[src/hdl/line_edit_buffer_core_defines.svh]
// Assertion macros used by the line edit buffer datapath.
`ifndef LINE_EDIT_BUFFER_CORE_DEFINES_SVH
`define LINE_EDIT_BUFFER_CORE_DEFINES_SVH

// Same-cycle implication, clocked on clk, off during reset.
`define LEBC_ASSERT_IMPL(label, ante, cons, msg) \
	label: assert property (@(posedge clk) disable iff (!arst_n) (ante) |-> (cons)) \
		else $error(msg);

// Next-cycle implication, clocked on clk, off during reset.
`define LEBC_ASSERT_NEXT(label, ante, cons, msg) \
	label: assert property (@(posedge clk) disable iff (!arst_n) (ante) |=> (cons)) \
		else $error(msg);

`endif

[src/hdl/lebc_pkg.sv]
// Shared constants, key codes and controller/datapath interface types.
`timescale 1ns / 1ps

package lebc_pkg;

	localparam int BUFFER_DEPTH_DEF = 64;
	localparam int KEY_W = 8;
	localparam int CAP_W = 7;
	localparam int KIND_W = 2;
	localparam int POS_OUT_W = 6;
	// wide enough to compare positions against a depth of up to 256
	localparam int CMP_W = 9;
	localparam logic [CAP_W-1:0] CAP_RESET = 7'd64;

	// key codes
	localparam logic [KEY_W-1:0] KEY_LEFT      = 8'd75;
	localparam logic [KEY_W-1:0] KEY_RIGHT     = 8'd77;
	localparam logic [KEY_W-1:0] KEY_HOME      = 8'd71;
	localparam logic [KEY_W-1:0] KEY_END       = 8'd79;
	localparam logic [KEY_W-1:0] KEY_DELETE    = 8'd83;
	localparam logic [KEY_W-1:0] KEY_BACKSPACE = 8'd8;
	localparam logic [KEY_W-1:0] KEY_ENTER     = 8'd13;
	localparam logic [KEY_W-1:0] PREFIX_A      = 8'd0;
	localparam logic [KEY_W-1:0] PREFIX_B      = 8'd224;
	localparam logic [KEY_W-1:0] PRINT_LO      = 8'd32;
	localparam logic [KEY_W-1:0] PRINT_HI      = 8'd126;

	// result kinds
	typedef enum logic [KIND_W-1:0] {
		KIND_STATUS = 2'd0,
		KIND_CHAR   = 2'd1,
		KIND_EMPTY  = 2'd2
	} kind_t;

	// commands from controller to datapath
	typedef struct packed {
		logic key_load;
		logic ext_set;
		logic ext_clr;
		logic cur_dec;
		logic cur_inc;
		logic cur_home;
		logic cur_end;
		logic len_dec;
		logic ins_start;
		logic del_start;
		logic del_bksp;
		logic shift_ins;
		logic shift_del;
		logic put_key;
		logic stream_start;
		logic stream_rd;
		logic ptr_inc;
		logic line_clr;
		logic out_status;
		logic out_char;
		logic out_empty;
	} lebc_cmd_t;

	// status from datapath to controller
	typedef struct packed {
		logic ext_pending;
		logic key_prefix;
		logic key_bksp;
		logic key_enter;
		logic key_print;
		logic key_left;
		logic key_right;
		logic key_home;
		logic key_end;
		logic key_del;
		logic cur_zero;
		logic cur_lt_len;
		logic cur_p1_lt_len;
		logic len_zero;
		logic can_insert;
		logic ins_done;
		logic ptr_at_end;
		logic out_free;
	} lebc_sts_t;

endpackage

[src/hdl/lebc_ctrl.sv]
// Controller state machine: sequences decode, shifts, streaming and result loads.
`timescale 1ns / 1ps

module lebc_ctrl (
	input  logic               clk,
	input  logic               arst_n,
	input  logic               in_valid,
	output logic               in_ready,
	input  lebc_pkg::lebc_sts_t sts,
	output lebc_pkg::lebc_cmd_t cmd
);

	typedef enum logic [3:0] {
		ST_IDLE,
		ST_EXEC,
		ST_SHIFT_INS,
		ST_INS_PUT,
		ST_SHIFT_DEL,
		ST_STATUS,
		ST_STREAM_RD,
		ST_STREAM_OUT,
		ST_EMPTY_OUT
	} state_t;

	state_t state_q;
	state_t state_nxt;

	// one key at a time, taken only between operations
	assign in_ready = (state_q == ST_IDLE);

	// next state and commands
	always_comb begin
		cmd       = '0;
		state_nxt = state_q;
		unique case (state_q)
			ST_IDLE: begin
				if (in_valid) begin
					cmd.key_load = 1'b1;
					state_nxt    = ST_EXEC;
				end
			end
			ST_EXEC: begin
				state_nxt = ST_STATUS;
				if (sts.ext_pending) begin
					cmd.ext_clr = 1'b1;
					if (sts.key_left) begin
						cmd.cur_dec = !sts.cur_zero;
					end else if (sts.key_right) begin
						cmd.cur_inc = sts.cur_lt_len;
					end else if (sts.key_home) begin
						cmd.cur_home = 1'b1;
					end else if (sts.key_end) begin
						cmd.cur_end = 1'b1;
					end else if (sts.key_del && sts.cur_lt_len) begin
						if (sts.cur_p1_lt_len) begin
							cmd.del_start = 1'b1;
							state_nxt     = ST_SHIFT_DEL;
						end else begin
							cmd.len_dec = 1'b1;
						end
					end
				end else if (sts.key_prefix) begin
					cmd.ext_set = 1'b1;
				end else if (sts.key_bksp) begin
					if (!sts.cur_zero) begin
						cmd.cur_dec = 1'b1;
						if (sts.cur_lt_len) begin
							cmd.del_start = 1'b1;
							cmd.del_bksp  = 1'b1;
							state_nxt     = ST_SHIFT_DEL;
						end else begin
							cmd.len_dec = 1'b1;
						end
					end
				end else if (sts.key_enter) begin
					if (sts.len_zero) begin
						state_nxt = ST_EMPTY_OUT;
					end else begin
						cmd.stream_start = 1'b1;
						state_nxt        = ST_STREAM_RD;
					end
				end else if (sts.key_print && sts.can_insert) begin
					if (sts.cur_lt_len) begin
						cmd.ins_start = 1'b1;
						state_nxt     = ST_SHIFT_INS;
					end else begin
						state_nxt = ST_INS_PUT;
					end
				end
			end
			ST_SHIFT_INS: begin
				cmd.shift_ins = 1'b1;
				if (sts.ins_done) begin
					state_nxt = ST_INS_PUT;
				end
			end
			ST_INS_PUT: begin
				cmd.put_key = 1'b1;
				state_nxt   = ST_STATUS;
			end
			ST_SHIFT_DEL: begin
				cmd.shift_del = 1'b1;
				if (sts.ptr_at_end) begin
					cmd.len_dec = 1'b1;
					state_nxt   = ST_STATUS;
				end
			end
			ST_STATUS: begin
				if (sts.out_free) begin
					cmd.out_status = 1'b1;
					state_nxt      = ST_IDLE;
				end
			end
			ST_STREAM_RD: begin
				cmd.stream_rd = 1'b1;
				state_nxt     = ST_STREAM_OUT;
			end
			ST_STREAM_OUT: begin
				if (sts.out_free) begin
					cmd.out_char = 1'b1;
					if (sts.ptr_at_end) begin
						cmd.line_clr = 1'b1;
						state_nxt    = ST_IDLE;
					end else begin
						cmd.ptr_inc = 1'b1;
						state_nxt   = ST_STREAM_RD;
					end
				end
			end
			ST_EMPTY_OUT: begin
				if (sts.out_free) begin
					cmd.out_empty = 1'b1;
					state_nxt     = ST_IDLE;
				end
			end
			default: begin
				state_nxt = ST_IDLE;
			end
		endcase
	end

	// state register
	always_ff @(posedge clk or negedge arst_n) begin
		if (!arst_n) begin
			state_q <= ST_IDLE;
		end else begin
			state_q <= state_nxt;
		end
	end

endmodule

[src/hdl/lebc_datapath.sv]
// Datapath: line store memory, cursor/length registers, key decode, result register.
`timescale 1ns / 1ps
`include "line_edit_buffer_core_defines.svh"

module lebc_datapath #(
	parameter int BUFFER_DEPTH = lebc_pkg::BUFFER_DEPTH_DEF
) (
	input  logic                           clk,
	input  logic                           arst_n,
	input  logic [lebc_pkg::KEY_W-1:0]     key_in,
	input  logic                           cfg_valid,
	input  logic [lebc_pkg::CAP_W-1:0]     cfg_data,
	input  lebc_pkg::lebc_cmd_t            cmd,
	output lebc_pkg::lebc_sts_t            sts,
	input  logic                           out_ready,
	output logic                           out_valid,
	output logic [lebc_pkg::KIND_W-1:0]    out_kind,
	output logic [lebc_pkg::POS_OUT_W-1:0] out_cursor,
	output logic [lebc_pkg::POS_OUT_W-1:0] out_length,
	output logic [lebc_pkg::KEY_W-1:0]     out_char,
	output logic                           out_last
);

	localparam int IDX_W = $clog2(BUFFER_DEPTH);
	localparam int CMP_W = lebc_pkg::CMP_W;

	logic [lebc_pkg::KEY_W-1:0] key_q;
	logic                       ext_q;
	logic [lebc_pkg::CAP_W-1:0] cap_q;
	logic [IDX_W-1:0]           cur_q;
	logic [IDX_W-1:0]           len_q;
	logic [IDX_W-1:0]           ptr_q;
	logic [IDX_W-1:0]           wb_addr_q;
	logic                       wb_valid_q;
	logic                       wb_key_q;
	logic [lebc_pkg::KEY_W-1:0] rd_data_q;
	logic [lebc_pkg::KEY_W-1:0] mem [BUFFER_DEPTH];
	logic                       out_valid_q;

	logic [CMP_W-1:0] cur_w;
	logic [CMP_W-1:0] len_w;
	logic [CMP_W-1:0] ptr_w;
	logic [CMP_W-1:0] cap_w;
	logic             rd_en;
	logic             out_free;

	assign cur_w = CMP_W'(cur_q);
	assign len_w = CMP_W'(len_q);
	assign ptr_w = CMP_W'(ptr_q);
	// capacity in use saturates at the physical depth
	assign cap_w = (CMP_W'(cap_q) > CMP_W'(BUFFER_DEPTH)) ? CMP_W'(BUFFER_DEPTH) : CMP_W'(cap_q);

	assign rd_en    = cmd.shift_ins | cmd.shift_del | cmd.stream_rd;
	assign out_free = !out_valid_q || out_ready;

	// key decode and position compares
	always_comb begin
		sts.ext_pending   = ext_q;
		sts.key_prefix    = (key_q == lebc_pkg::PREFIX_A) || (key_q == lebc_pkg::PREFIX_B);
		sts.key_bksp      = (key_q == lebc_pkg::KEY_BACKSPACE);
		sts.key_enter     = (key_q == lebc_pkg::KEY_ENTER);
		sts.key_print     = (key_q >= lebc_pkg::PRINT_LO) && (key_q <= lebc_pkg::PRINT_HI);
		sts.key_left      = (key_q == lebc_pkg::KEY_LEFT);
		sts.key_right     = (key_q == lebc_pkg::KEY_RIGHT);
		sts.key_home      = (key_q == lebc_pkg::KEY_HOME);
		sts.key_end       = (key_q == lebc_pkg::KEY_END);
		sts.key_del       = (key_q == lebc_pkg::KEY_DELETE);
		sts.cur_zero      = (cur_w == '0);
		sts.cur_lt_len    = (cur_w < len_w);
		sts.cur_p1_lt_len = ((cur_w + 1'b1) < len_w);
		sts.len_zero      = (len_w == '0);
		sts.can_insert    = ((len_w + 1'b1) < cap_w);
		sts.ins_done      = (ptr_q == cur_q);
		sts.ptr_at_end    = ((ptr_w + 1'b1) == len_w);
		sts.out_free      = out_free;
	end

	// control registers
	always_ff @(posedge clk or negedge arst_n) begin
		if (!arst_n) begin
			ext_q      <= 1'b0;
			cap_q      <= lebc_pkg::CAP_RESET;
			cur_q      <= '0;
			len_q      <= '0;
			wb_valid_q <= 1'b0;
		end else begin
			if (cfg_valid) begin
				cap_q <= cfg_data;
			end
			if (cmd.ext_set) begin
				ext_q <= 1'b1;
			end else if (cmd.ext_clr) begin
				ext_q <= 1'b0;
			end
			// cursor
			if (cmd.line_clr || cmd.cur_home) begin
				cur_q <= '0;
			end else if (cmd.cur_end) begin
				cur_q <= len_q;
			end else if (cmd.cur_dec) begin
				cur_q <= cur_q - 1'b1;
			end else if (cmd.cur_inc || cmd.put_key) begin
				cur_q <= cur_q + 1'b1;
			end
			// length
			if (cmd.line_clr) begin
				len_q <= '0;
			end else if (cmd.len_dec) begin
				len_q <= len_q - 1'b1;
			end else if (cmd.put_key) begin
				len_q <= len_q + 1'b1;
			end
			wb_valid_q <= cmd.shift_ins | cmd.shift_del | cmd.put_key;
		end
	end

	// pointer, delayed write address and key latch
	always_ff @(posedge clk) begin
		if (cmd.key_load) begin
			key_q <= key_in;
		end
		if (cmd.ins_start) begin
			ptr_q <= len_q - 1'b1;
		end else if (cmd.del_start) begin
			ptr_q <= cmd.del_bksp ? cur_q : cur_q + 1'b1;
		end else if (cmd.stream_start) begin
			ptr_q <= '0;
		end else if (cmd.shift_ins) begin
			ptr_q <= ptr_q - 1'b1;
		end else if (cmd.shift_del || cmd.ptr_inc) begin
			ptr_q <= ptr_q + 1'b1;
		end
		// a shifted entry is written back in the cycle after its read
		if (cmd.shift_ins) begin
			wb_addr_q <= ptr_q + 1'b1;
		end else if (cmd.shift_del) begin
			wb_addr_q <= ptr_q - 1'b1;
		end else if (cmd.put_key) begin
			wb_addr_q <= cur_q;
		end
		wb_key_q <= cmd.put_key;
	end

	// line store: one write, one registered read per cycle
	always_ff @(posedge clk) begin
		if (wb_valid_q) begin
			mem[wb_addr_q] <= wb_key_q ? key_q : rd_data_q;
		end
		if (rd_en) begin
			rd_data_q <= mem[ptr_q];
		end
	end

	// result register valid
	always_ff @(posedge clk or negedge arst_n) begin
		if (!arst_n) begin
			out_valid_q <= 1'b0;
		end else if (cmd.out_status || cmd.out_char || cmd.out_empty) begin
			out_valid_q <= 1'b1;
		end else if (out_ready) begin
			out_valid_q <= 1'b0;
		end
	end

	// result register payload
	always_ff @(posedge clk) begin
		if (cmd.out_status) begin
			out_kind   <= lebc_pkg::KIND_STATUS;
			out_cursor <= cur_w[lebc_pkg::POS_OUT_W-1:0];
			out_length <= len_w[lebc_pkg::POS_OUT_W-1:0];
			out_char   <= '0;
			out_last   <= 1'b1;
		end else if (cmd.out_char) begin
			out_kind   <= lebc_pkg::KIND_CHAR;
			out_cursor <= '0;
			out_length <= '0;
			out_char   <= rd_data_q;
			out_last   <= sts.ptr_at_end;
		end else if (cmd.out_empty) begin
			out_kind   <= lebc_pkg::KIND_EMPTY;
			out_cursor <= '0;
			out_length <= '0;
			out_char   <= '0;
			out_last   <= 1'b1;
		end
	end

	assign out_valid = out_valid_q;

	// checks
	`LEBC_ASSERT_IMPL(a_cur_le_len, 1'b1, cur_q <= len_q, "cursor beyond line length")
	`LEBC_ASSERT_IMPL(a_rd_wb_apart, rd_en && wb_valid_q, ptr_q != wb_addr_q, "read hits pending write")
	`LEBC_ASSERT_IMPL(a_load_free, cmd.out_status || cmd.out_char || cmd.out_empty, out_free, "result overwritten")
	`LEBC_ASSERT_NEXT(a_put_grows, cmd.put_key, len_q == IDX_W'($past(len_q) + 1'b1), "insert length")

endmodule

[src/hdl/line_edit_buffer_core.sv]
// Line edit buffer top level: key stream in, status and line stream out.
// A key without a shift goes from decode to the status state; the next key is taken in idle.
// Insert and delete shift each character after the cursor (up to BUFFER_DEPTH-2) first,
// and insert then writes the key. Enter streams the line a character at a time, each
// read before it is output: the line store has one registered read port.
// Reset (arst_n low, asynchronous) clears cursor, length, prefix flag and the result valid, and
// sets capacity to 64; the line store is not cleared and needs no clearing pass.
`timescale 1ns / 1ps

module line_edit_buffer_core #(
	parameter int BUFFER_DEPTH = lebc_pkg::BUFFER_DEPTH_DEF
) (
	input  logic        clk,
	input  logic        arst_n,
	input  logic        s_tvalid,
	output logic        s_tready,
	input  logic [7:0]  s_tdata,   // [7:0] key_byte
	output logic        m_tvalid,
	input  logic        m_tready,
	output logic [23:0] m_tdata,   // [5:0] cursor_now, [11:6] length_now, [19:12] out_char
	output logic [1:0]  m_tuser,   // [1:0] kind
	output logic        m_tlast,
	input  logic        cfg_valid,
	output logic        cfg_ready,
	input  logic [6:0]  cfg_data   // [6:0] capacity
);

	lebc_pkg::lebc_cmd_t cmd;
	lebc_pkg::lebc_sts_t sts;

	logic [lebc_pkg::POS_OUT_W-1:0] out_cursor;
	logic [lebc_pkg::POS_OUT_W-1:0] out_length;
	logic [lebc_pkg::KEY_W-1:0]     out_char;

	// capacity writes are always taken
	assign cfg_ready = 1'b1;

	lebc_ctrl u_ctrl (
		.clk      (clk),
		.arst_n   (arst_n),
		.in_valid (s_tvalid),
		.in_ready (s_tready),
		.sts      (sts),
		.cmd      (cmd)
	);

	lebc_datapath #(
		.BUFFER_DEPTH (BUFFER_DEPTH)
	) u_datapath (
		.clk        (clk),
		.arst_n     (arst_n),
		.key_in     (s_tdata),
		.cfg_valid  (cfg_valid),
		.cfg_data   (cfg_data),
		.cmd        (cmd),
		.sts        (sts),
		.out_ready  (m_tready),
		.out_valid  (m_tvalid),
		.out_kind   (m_tuser),
		.out_cursor (out_cursor),
		.out_length (out_length),
		.out_char   (out_char),
		.out_last   (m_tlast)
	);

	// pack result fields, zero pad to whole bytes
	assign m_tdata = {4'b0000, out_char, out_length, out_cursor};

endmodule
[config.mk]
export PLATFORM = sky130hd
export DESIGN_NAME = line_edit_buffer_core
export DESIGN_NICKNAME = d
export VERILOG_FILES = /design/src/hdl/lebc_pkg.sv /design/src/hdl/lebc_ctrl.sv /design/src/hdl/lebc_datapath.sv /design/src/hdl/line_edit_buffer_core.sv
export VERILOG_INCLUDE_DIRS = /design/src /design/src/hdl
export SDC_FILE = /design/constraint.sdc
export NUM_CORES = 1
export LEC_CHECK = 0
export BUFFER_PORTS_ARGS = -buffer_cell sky130_fd_sc_hd__buf_2
export CAP_MARGIN = 30
export CORE_MARGIN = 5
export CORE_UTILIZATION = 33
export DETAILED_ROUTE_END_ITERATION = 10
export SLEW_MARGIN = 20
export SYNTH_ARGS = -nofsm -noshare
export SYNTH_HDL_FRONTEND = slang
export SYNTH_SLANG_ARGS = --single-unit
[constraint.sdc]
create_clock -name clk -period 3.4 [get_ports clk]
set_input_delay 0.68 -clock clk [delete_from_list [all_inputs] [get_ports clk]]
set_output_delay 0.68 -clock clk [all_outputs]
set_load 0.01 [all_outputs]
**After elaboration in Yosys (flattened, before gate mapping)**

Memories as Yosys holds them, arrays and structs flattened. A register that Yosys moved wholly into a read port is not among the register bits.
Index checks and enable logic that the tools add are counted.

- Register bits: 70
- Bits in writable memories: 512
- Logic and storage cells: 204
- Memories: 1

- $add $sub $neg: 9
- Magnitude comparators: 6
- Eq/ne operators: 23
- Muxes and demuxes: 118
- Bitwise gates (word level): 3
- Reduce and logical (&&, ||, !) cells: 27

Memory list:

| memory | depth | width | read ports | clocked after Yosys merged registers in | write ports | line | RTL |
|---|---|---|---|---|---|---|---|
| u_datapath.mem | 64 | 8 | 1 | 1 | 1 | lebc_datapath.sv:37 | `logic [lebc_pkg::KEY_W-1:0] mem [BUFFER_DEPTH];` |

Operators by type and width:

| operator | number |
|---|---|
| $mux W6 | 21 |
| $mux W4 | 17 |
| $mux W1 | 63 |
| $eq A8 B7 Y1 const B | 5 |
| $pmux W4 S8 | 1 |
| $mux W8 | 3 |
| $add A6 B1 Y7 const B | 3 |
| $add A6 B1 Y6 const B | 3 |
| $logic_not A9 Y1 | 2 |
| $sub A6 B1 Y6 const B | 3 |
| $eq A4 B3 Y1 const B | 4 |
| $eq A8 B4 Y1 const B | 2 |
| $mux W3 | 5 |
| $mux W2 | 6 |
| $eq A9 B6 Y1 | 1 |
| $lt A9 B6 Y1 | 1 |
| $lt A9 B9 Y1 | 1 |
| $reduce_bool A3 Y1 | 3 |
| $eq A4 B2 Y1 const B | 2 |
| $eq A8 B8 Y1 const B | 1 |
| $ge A8 B6 Y1 const B | 1 |
| $le A8 B7 Y1 const B | 1 |
| $logic_not A8 Y1 | 1 |
| $gt A7 B7 Y1 const B | 1 |
| 18 further kinds | 35 |

**Depth between registers and ports, before layout**

Gate-level depths: netlist (run 1).

- Word-level depth: 15
- Gate-level depth with buffers: 15
- Gate-level depth less buffers: 12

**Cells and area by module**

Synthesis (run 1) repeated with hierarchy kept, for this count alone.

- Cell total of the unflattened synthesis: 1449
- Area total of the unflattened synthesis: 25099.1 um^2

By module, submodules not included:

| module | instances | cells each | area an instance (um^2) |
|---|---|---|---|
| lebc_datapath | 1 | 1359 | 24440.9 |
| lebc_ctrl | 1 | 83 | 613.1 |
| line_edit_buffer_core | 1 | 7 | 45.0 |

**Worst setup path before layout (run 1)**

OpenSTA, ideal clock, no wires.

- Path kind: reg-to-reg
- Start point: reg u_datapath.ptr_q[1]
- End point: reg u_datapath.cur_q[4]
- Setup time: 0.126 ns
- Arrival time: 3.107 ns
- Data required time: 3.274 ns
- Slack: 0.167 ns
- Stages on the path, launching flop included: 14
- Path buffers: 5
- Clock period less this slack: 3.233 ns
- Cell sequence: edfxtp_1 buf_2 buf_2 buf_2 buf_1 inv_1 ha_1 xnor2_1 nand2_1 nor4_1 o211ai_1 and3_4 buf_6 a221o_1

- Cells in the longest elaborated chain, start to end: 7

RTL lines:

| item | line | RTL |
|---|---|---|
| start: declaration | lebc_datapath.sv:32 | `logic [IDX_W-1:0] ptr_q;` |
| start signal: assignment | lebc_datapath.sv:123 | `ptr_q <= len_q - 1'b1;` |
| start signal: assignment | lebc_datapath.sv:125 | `ptr_q <= cmd.del_bksp ? cur_q : cur_q + 1'b1;` |
| start signal: assignment | lebc_datapath.sv:129 | `ptr_q <= ptr_q - 1'b1;` |
| $add A6 B1 Y7 (*) | lebc_datapath.sv:74 | `sts.ptr_at_end = ((ptr_w + 1'b1) == len_w);` |
| $eq A9 B6 Y1 (*) | lebc_datapath.sv:74 |  |
| $mux W1 (*) | lebc_ctrl.sv:121 | `if (sts.ptr_at_end) begin` |
| $mux W2 (*) | lebc_ctrl.sv:119 | `if (sts.out_free) begin` |
| $mux W2 (*) | lebc_ctrl.sv:35 | `unique case (state_q)` |
| $logic_or A1 B1 Y1 (*) | lebc_datapath.sv:96 | `if (cmd.line_clr \|\| cmd.cur_home) begin` |
| $reduce_bool A4 Y1 (no line) / $mux W6 (equally long branches) | n/a |  |
| end signal: assignment | lebc_datapath.sv:99 | `cur_q <= len_q;` |
| end signal: assignment | lebc_datapath.sv:101 | `cur_q <= cur_q - 1'b1;` |
| end signal: assignment | lebc_datapath.sv:103 | `cur_q <= cur_q + 1'b1;` |
| end: declaration | lebc_datapath.sv:30 | `logic [IDX_W-1:0] cur_q;` |

Mark *: on every way between the ends. The rest lies on a longest branch, timed or not.
A chain may end at the register's enable or synchronous reset.

==> metrics.yaml, run 1 <==
die_x_um: 285
route.detailed.drc: 0
setup_viol: 0
finalClockSkew_ps: 29.0
antenna_found_initial: 3
fin_ws_ps: 33.6
clkLatencyLatePin_ps: 630
combPwrFrac_pct: 35.1
reg2reg_depth: 6
timing.final.hold_violations: 0
power_density_nw_per_um2: 888
startpoint_type: "flip-flop"
coreArea_um2: 74600
cts_buffer_depth: 3
clkSinkCount: 590
final_common_cell: "edfxtp_1"
hold_buffers: 0
synth_top_area_share_pct: 66.6
clkTransAtPathRegs_ps: 60
final_nets: 1531
grt_pass1_wl_um: 89700
tns_ps: 0
place.gp.congestion: 0.901
area_delta_synth_final_pct: 14.0
synth_compound_area_share_pct: 4.26
worstReg2RegStart: "u_datapath.ptr_q[0]"
synthAdderAreaFrac_pct: 1.16
dp_slack_ps: 156
tightest_slew_ps: 977
seq_area_frac_synth_pct: 70.2
htree_levels: 2
hold_class: "input port to async pin"
vdd_drop_max_v: 0.000561
vias: 13300
switchingPower_w: 0.00865
max_slew_margin_pct: 34.7
fin_crit_ps: 3370
grt_max_degree: 81
synth_xor_xnor_area_share_pct: 1.09
viasPerCell: 5.32
crit_slowest_cell: "a211oi_1"
synth_ff_type: "edfxtp_1"
start_util_pct: 33.4
place_inst: 2396
die-height_um: 285
synth_top_family_by_area: "multiplexers"
power.share.clock_pct: 23.8
r2r_slack_ps: 30
cts_tree: "built"
p_leak_nw: 9.23
synthTopCellsByArea: "edfxtp_1 67%, mux4_2 14%, dfrtp_1 2.5%"
grt.total_usage_pct: 14.5
slew_viol_final: 0
final_layout_size_suffix_gt1_share_pct: 25.3
placed_area_um2: 26600
synthSimpleGateAreaFrac_pct: 5.78
crit_chain: "buf_12 > buf_12 > mux4_2 > mux4_2 > a211oi_1 > a31oi_1"
critPathLaunch: "u_datapath.ptr_q[0]"
r2r_end: "u_datapath.rd_data_q[4]"
final_cell_mix: "552 x edfxtp_1, 159 x mux4_2, 96 x nor2_1"
io_pins: 50
portBuffers: 44
wl_um: 59800
synth_edf_count: 552
fin_crit_sh_pct: 99.0
wl_per_cell_um: 23.8
syn_inst: 1398
ys_async_sr_fraction_pct: 4.41
ant_nets: 0
critPathMaxStageDelay_ps: 620
yosysWarnings: 0
synthMuxAreaShare_pct: 15.6
power_frac_seq_pct: 41.1
yosys_register_bits: 590
final_core_util_pct: 38.0
crit_required_ps: 3710
cts_buffers: 57
syn_avg_cell_area_um2: 17.8
cts-root-buf: "clkbuf_16"
hpwlAfterDp_um: 39300
cp_data_arrival_time_ps: 3680
fmax_mhz: 297
syn_area_um2: 24900
rsz0062_at_grt: "no"
synth.distinct_cells: 69
grt_pass1_vias: 13600
worst-setup-path-type: "flip-flop to flip-flop"
layout.cells.non_filler: 2506
overflow: 0
drt-initial-drc-count: 1037
firstDrtPassIters: 5
switching_share_pct: 34.3
critPathMaxFanout: 30
cp-end-kind: "flip-flop"
synth_top_area_cell: "edfxtp_1"
outcome: "completed"
cts-resized-gates: 0
cts_setup_buffers: 0
maxCapViolations: 0
dieArea_um2: 81000
rows: 100
stdcell_area_um2: 28400
internal_power_w: 0.0165
## sequential cells by signal (all words and copies together), names as in the netlist, 7 cells and up
register and count:
u_datapath.key_q 8, u_datapath.cap_q 7, u_datapath.out_char 8, u_datapath.mem 512, u_datapath.rd_data_q 8
## power by group through the flow
stage          Combinational (W)  Sequential (W)  Clock (W)
5_1_grt                  0.00950          0.0104    0.00645
6_report                 0.00883          0.0104    0.00600
3_3_place_gp             0.00869          0.0105          0
3_5_place_dp             0.00890          0.0105          0
2_1_floorplan            0.00591          0.0101          0
4_1_cts                  0.00894          0.0103    0.00614
## synthesized netlist by cell type, drive strengths merged (23+ instances only)
cell,n
inv,24
buf,39
o21ai,27
ha,23
nor3,34
nand3,29
nor2,96
nand2,71
edfxtp,552
a21oi,43
clkbuf,46
mux4,159
dfrtp,25
## metrics by stage
step / hold slack [ps] / total power, W
4_1_cts: 108 / 0.0254
2_1_floorplan: 384 / 0.0160
5_1_grt: 142 / 0.0264
3_3_place_gp: 455 / 0.0192
3_5_place_dp: 457 / 0.0194
6_report: 114 / 0.0252
## critical path: cells and delay by family (launching register included)
family | cells | cell delay (ps)
buf+inv | 2 | 550
compound gates | 2 | 790
flops | 1 | 520
mux | 2 | 1120
## worst max-delay path by stage
| stage | to | cells past startpoint |
|---|---|---|
| 2_1_floorplan | u_datapath.cur_q[4] | 13 |
| 3_3_place_gp | u_datapath.rd_data_q[4] | 7 |
| 3_5_place_dp | u_datapath.rd_data_q[4] | 7 |
| 4_1_cts | u_datapath.rd_data_q[4] | 7 |
| 5_1_grt | u_datapath.rd_data_q[4] | 7 |
| 6_report | u_datapath.rd_data_q[4] | 6 |
## kinds of logic (layout without fill, tap and decap cells)
family,after synthesis,in the layout
AOI/OAI and AO/OA,158,158
DFF,590,590
xor gates and xnor gates,31,31
buffers and inverters,109,243
muxes,186,186
other,2,7
and+or+nand+nor,299,299
adders and majority gates,23,23
## per-layer routing
layer	vias up	track usage (%)	part of all wire, %	wire length (µm)
met5	-	0	0	0
met4	0	4.07	2.2	1340
met3	92	3.81	7.6	4550
met2	471	23.1	48	28400
met1	6958	19.7	43	25500
li1	5823	-	-	-
## layout make-up
class,count,area [µm²]
inverter,24,90.1
clock inverter,33,239
clock buffer,73,1530
tap,969,1210
fill,6822,46200
antenna,2,5.00
sequential,590,17500
timing repair buffer,113,858
multi-input combinational,702,6950
No activity file was read; power rests on OpenSTA's default activity.
==> run 2, diff against run 1 <==
MAX_ROUTING_LAYER = met4   (was unset)
==> metrics.yaml, run 2 (synthesized netlist as in run 1, its figures left out) <==
outcome: "completed"
final_layout_size_suffix_gt1_share_pct: 25.5
wl_per_cell_um: 23.7
cts_tree: "built"
crit_chain: "and3_1 > nand3_1 > xnor2_1 > inv_1 > ha_1 > inv_1 > o221ai_1 > a211o_1 > a21oi_1 > nor2_1 > nand4b_1"
viasPerCell: 5.34
antenna_found_initial: 0
regMostFlops: "u_datapath.mem"
crit_slowest_cell: "dfrtp_1"
crit_required_ps: 3660
slew_viol_final: 0
portBuffers: 44
overflow: 0
vdd_drop_max_v: 0.000447
area_delta_synth_final_pct: 14.6
cts-resized-gates: 0
coreArea_um2: 74600
cp-end-kind: "flip-flop"
wl_um: 59200
rsz0062_at_grt: "no"
antenna_cells: 0
cp_data_arrival_time_ps: 3460
power_density_nw_per_um2: 899
start_util_pct: 33.4
clkLatencyLatePin_ps: 630
hold_buffers: 0
grt.total_usage_pct: 14.9
path_common_cell: "inv_1"
largest_reg_flops: 512
max_slew_margin_pct: 32.4
ant_nets: 0
final_cell_mix: "552 x edfxtp_1, 159 x mux4_2, 96 x nor2_1"
grt_pass1_wl_um: 90400
timing.final.hold_violations: 0
fin_crit_ps: 3200
cts_setup_buffers: 0
htree_levels: 2
rows: 100
cts_buffer_depth: 3
startpoint_type: "flip-flop"
total_power_w: 0.0256
tns_ps: 0
finalClockSkew_ps: 27.7
clkTransAtPathRegs_ps: 60
hold_class: "input port to async pin"
maxCapViolations: 0
tightest_slew_ps: 1010
fmax_mhz: 312
final_common_cell: "edfxtp_1"
place.gp.congestion: 0.932
critPathMaxStageDelay_ps: 430
drt-initial-drc-count: 1368
vias: 13400
critPathMaxFanout: 10
die_x_um: 285
worst-setup-path-type: "flip-flop to flip-flop"
dieArea_um2: 81000
final_nets: 1531
firstDrtPassIters: 5
hpwlAfterDp_um: 39200
cts-root-buf: "clkbuf_16"
io_pins: 50
grt_max_degree: 81
clkSinkCount: 590
grt_pass1_vias: 13500
die-height_um: 285
p_leak_nw: 9.29
fin_crit_sh_pct: 94.1
route.detailed.drc: 0
setup_viol: 0
cts_buffers: 57
-- run 2: report_power, final --
group	leakage (nW)	switching, W	total (W)	internal [W]
Combinational	2.95	0.00526	0.00878	0.00352
Sequential	5.40	0.000591	0.0103	0.00973
Clock	0.945	0.00275	0.00653	0.00378
Total	9.29	0.00860	0.0256	0.0170
-- run 2: area by class of cell --
type,count,area [µm²]
fill,6769,46100
sequential,590,17500
inverter,24,90.1
tap,969,1210
clock buffer,73,1590
clock inverter,31,350
multi-input combinational,702,6950
timing repair buffer,113,833
-- run 2: routing by layer --
metal	part of all wire (%)	up-vias	track usage (%)	routed length, µm
met2	48	486	23.3	28500
met5	0	-	-	0
met4	1.8	0	3.50	1070
met1	43	6980	20.6	25700
li1	-	5820	-	-
met3	6.7	80	2.72	4000
-- run 2: worst paths after layout --
check                                    start                    to  slack (ps)  depth (start not counted)
setup / recovery           u_datapath.cur_q[0]   u_datapath.ptr_q[0]         200                         11
hold / removal                          arst_n   u_datapath.cap_q[5]          90                          1
setup reg to reg           u_datapath.cur_q[0]   u_datapath.ptr_q[0]         200                         11
hold reg to reg            u_datapath.out_last   u_datapath.out_last         460                          1
max in group asynchronous               arst_n  u_datapath.out_valid        2840                          1
min in group clk                    s_tdata[4]   u_datapath.key_q[4]         240                          1
-- run 2: critical path: cells and delay by family (launching register included) --
family	cells	cell delay [ps]
flip-flops	1	430
AO/OA/AOI/OAI	3	690
AND/OR/NAND/NOR	4	920
XOR/XNOR	1	370
buffers and inverters	2	140
adder cells (fa/ha/maj)	1	300
-- run 2: per-stage QoR --
step                setup slack (ps)  hold slack, ps  instance area [µm²]  utilization [%]  cells
finish                           200            95.0                28500             38.2   2502
global route                    40.8             122                28500             38.2   2502
global placement                 412             449                26500             35.5   2393
detailed placement               324             454                26600             35.6   2398
CTS                              296            82.1                28500             38.2   2502
floorplan                        167             384                24900                -   1401
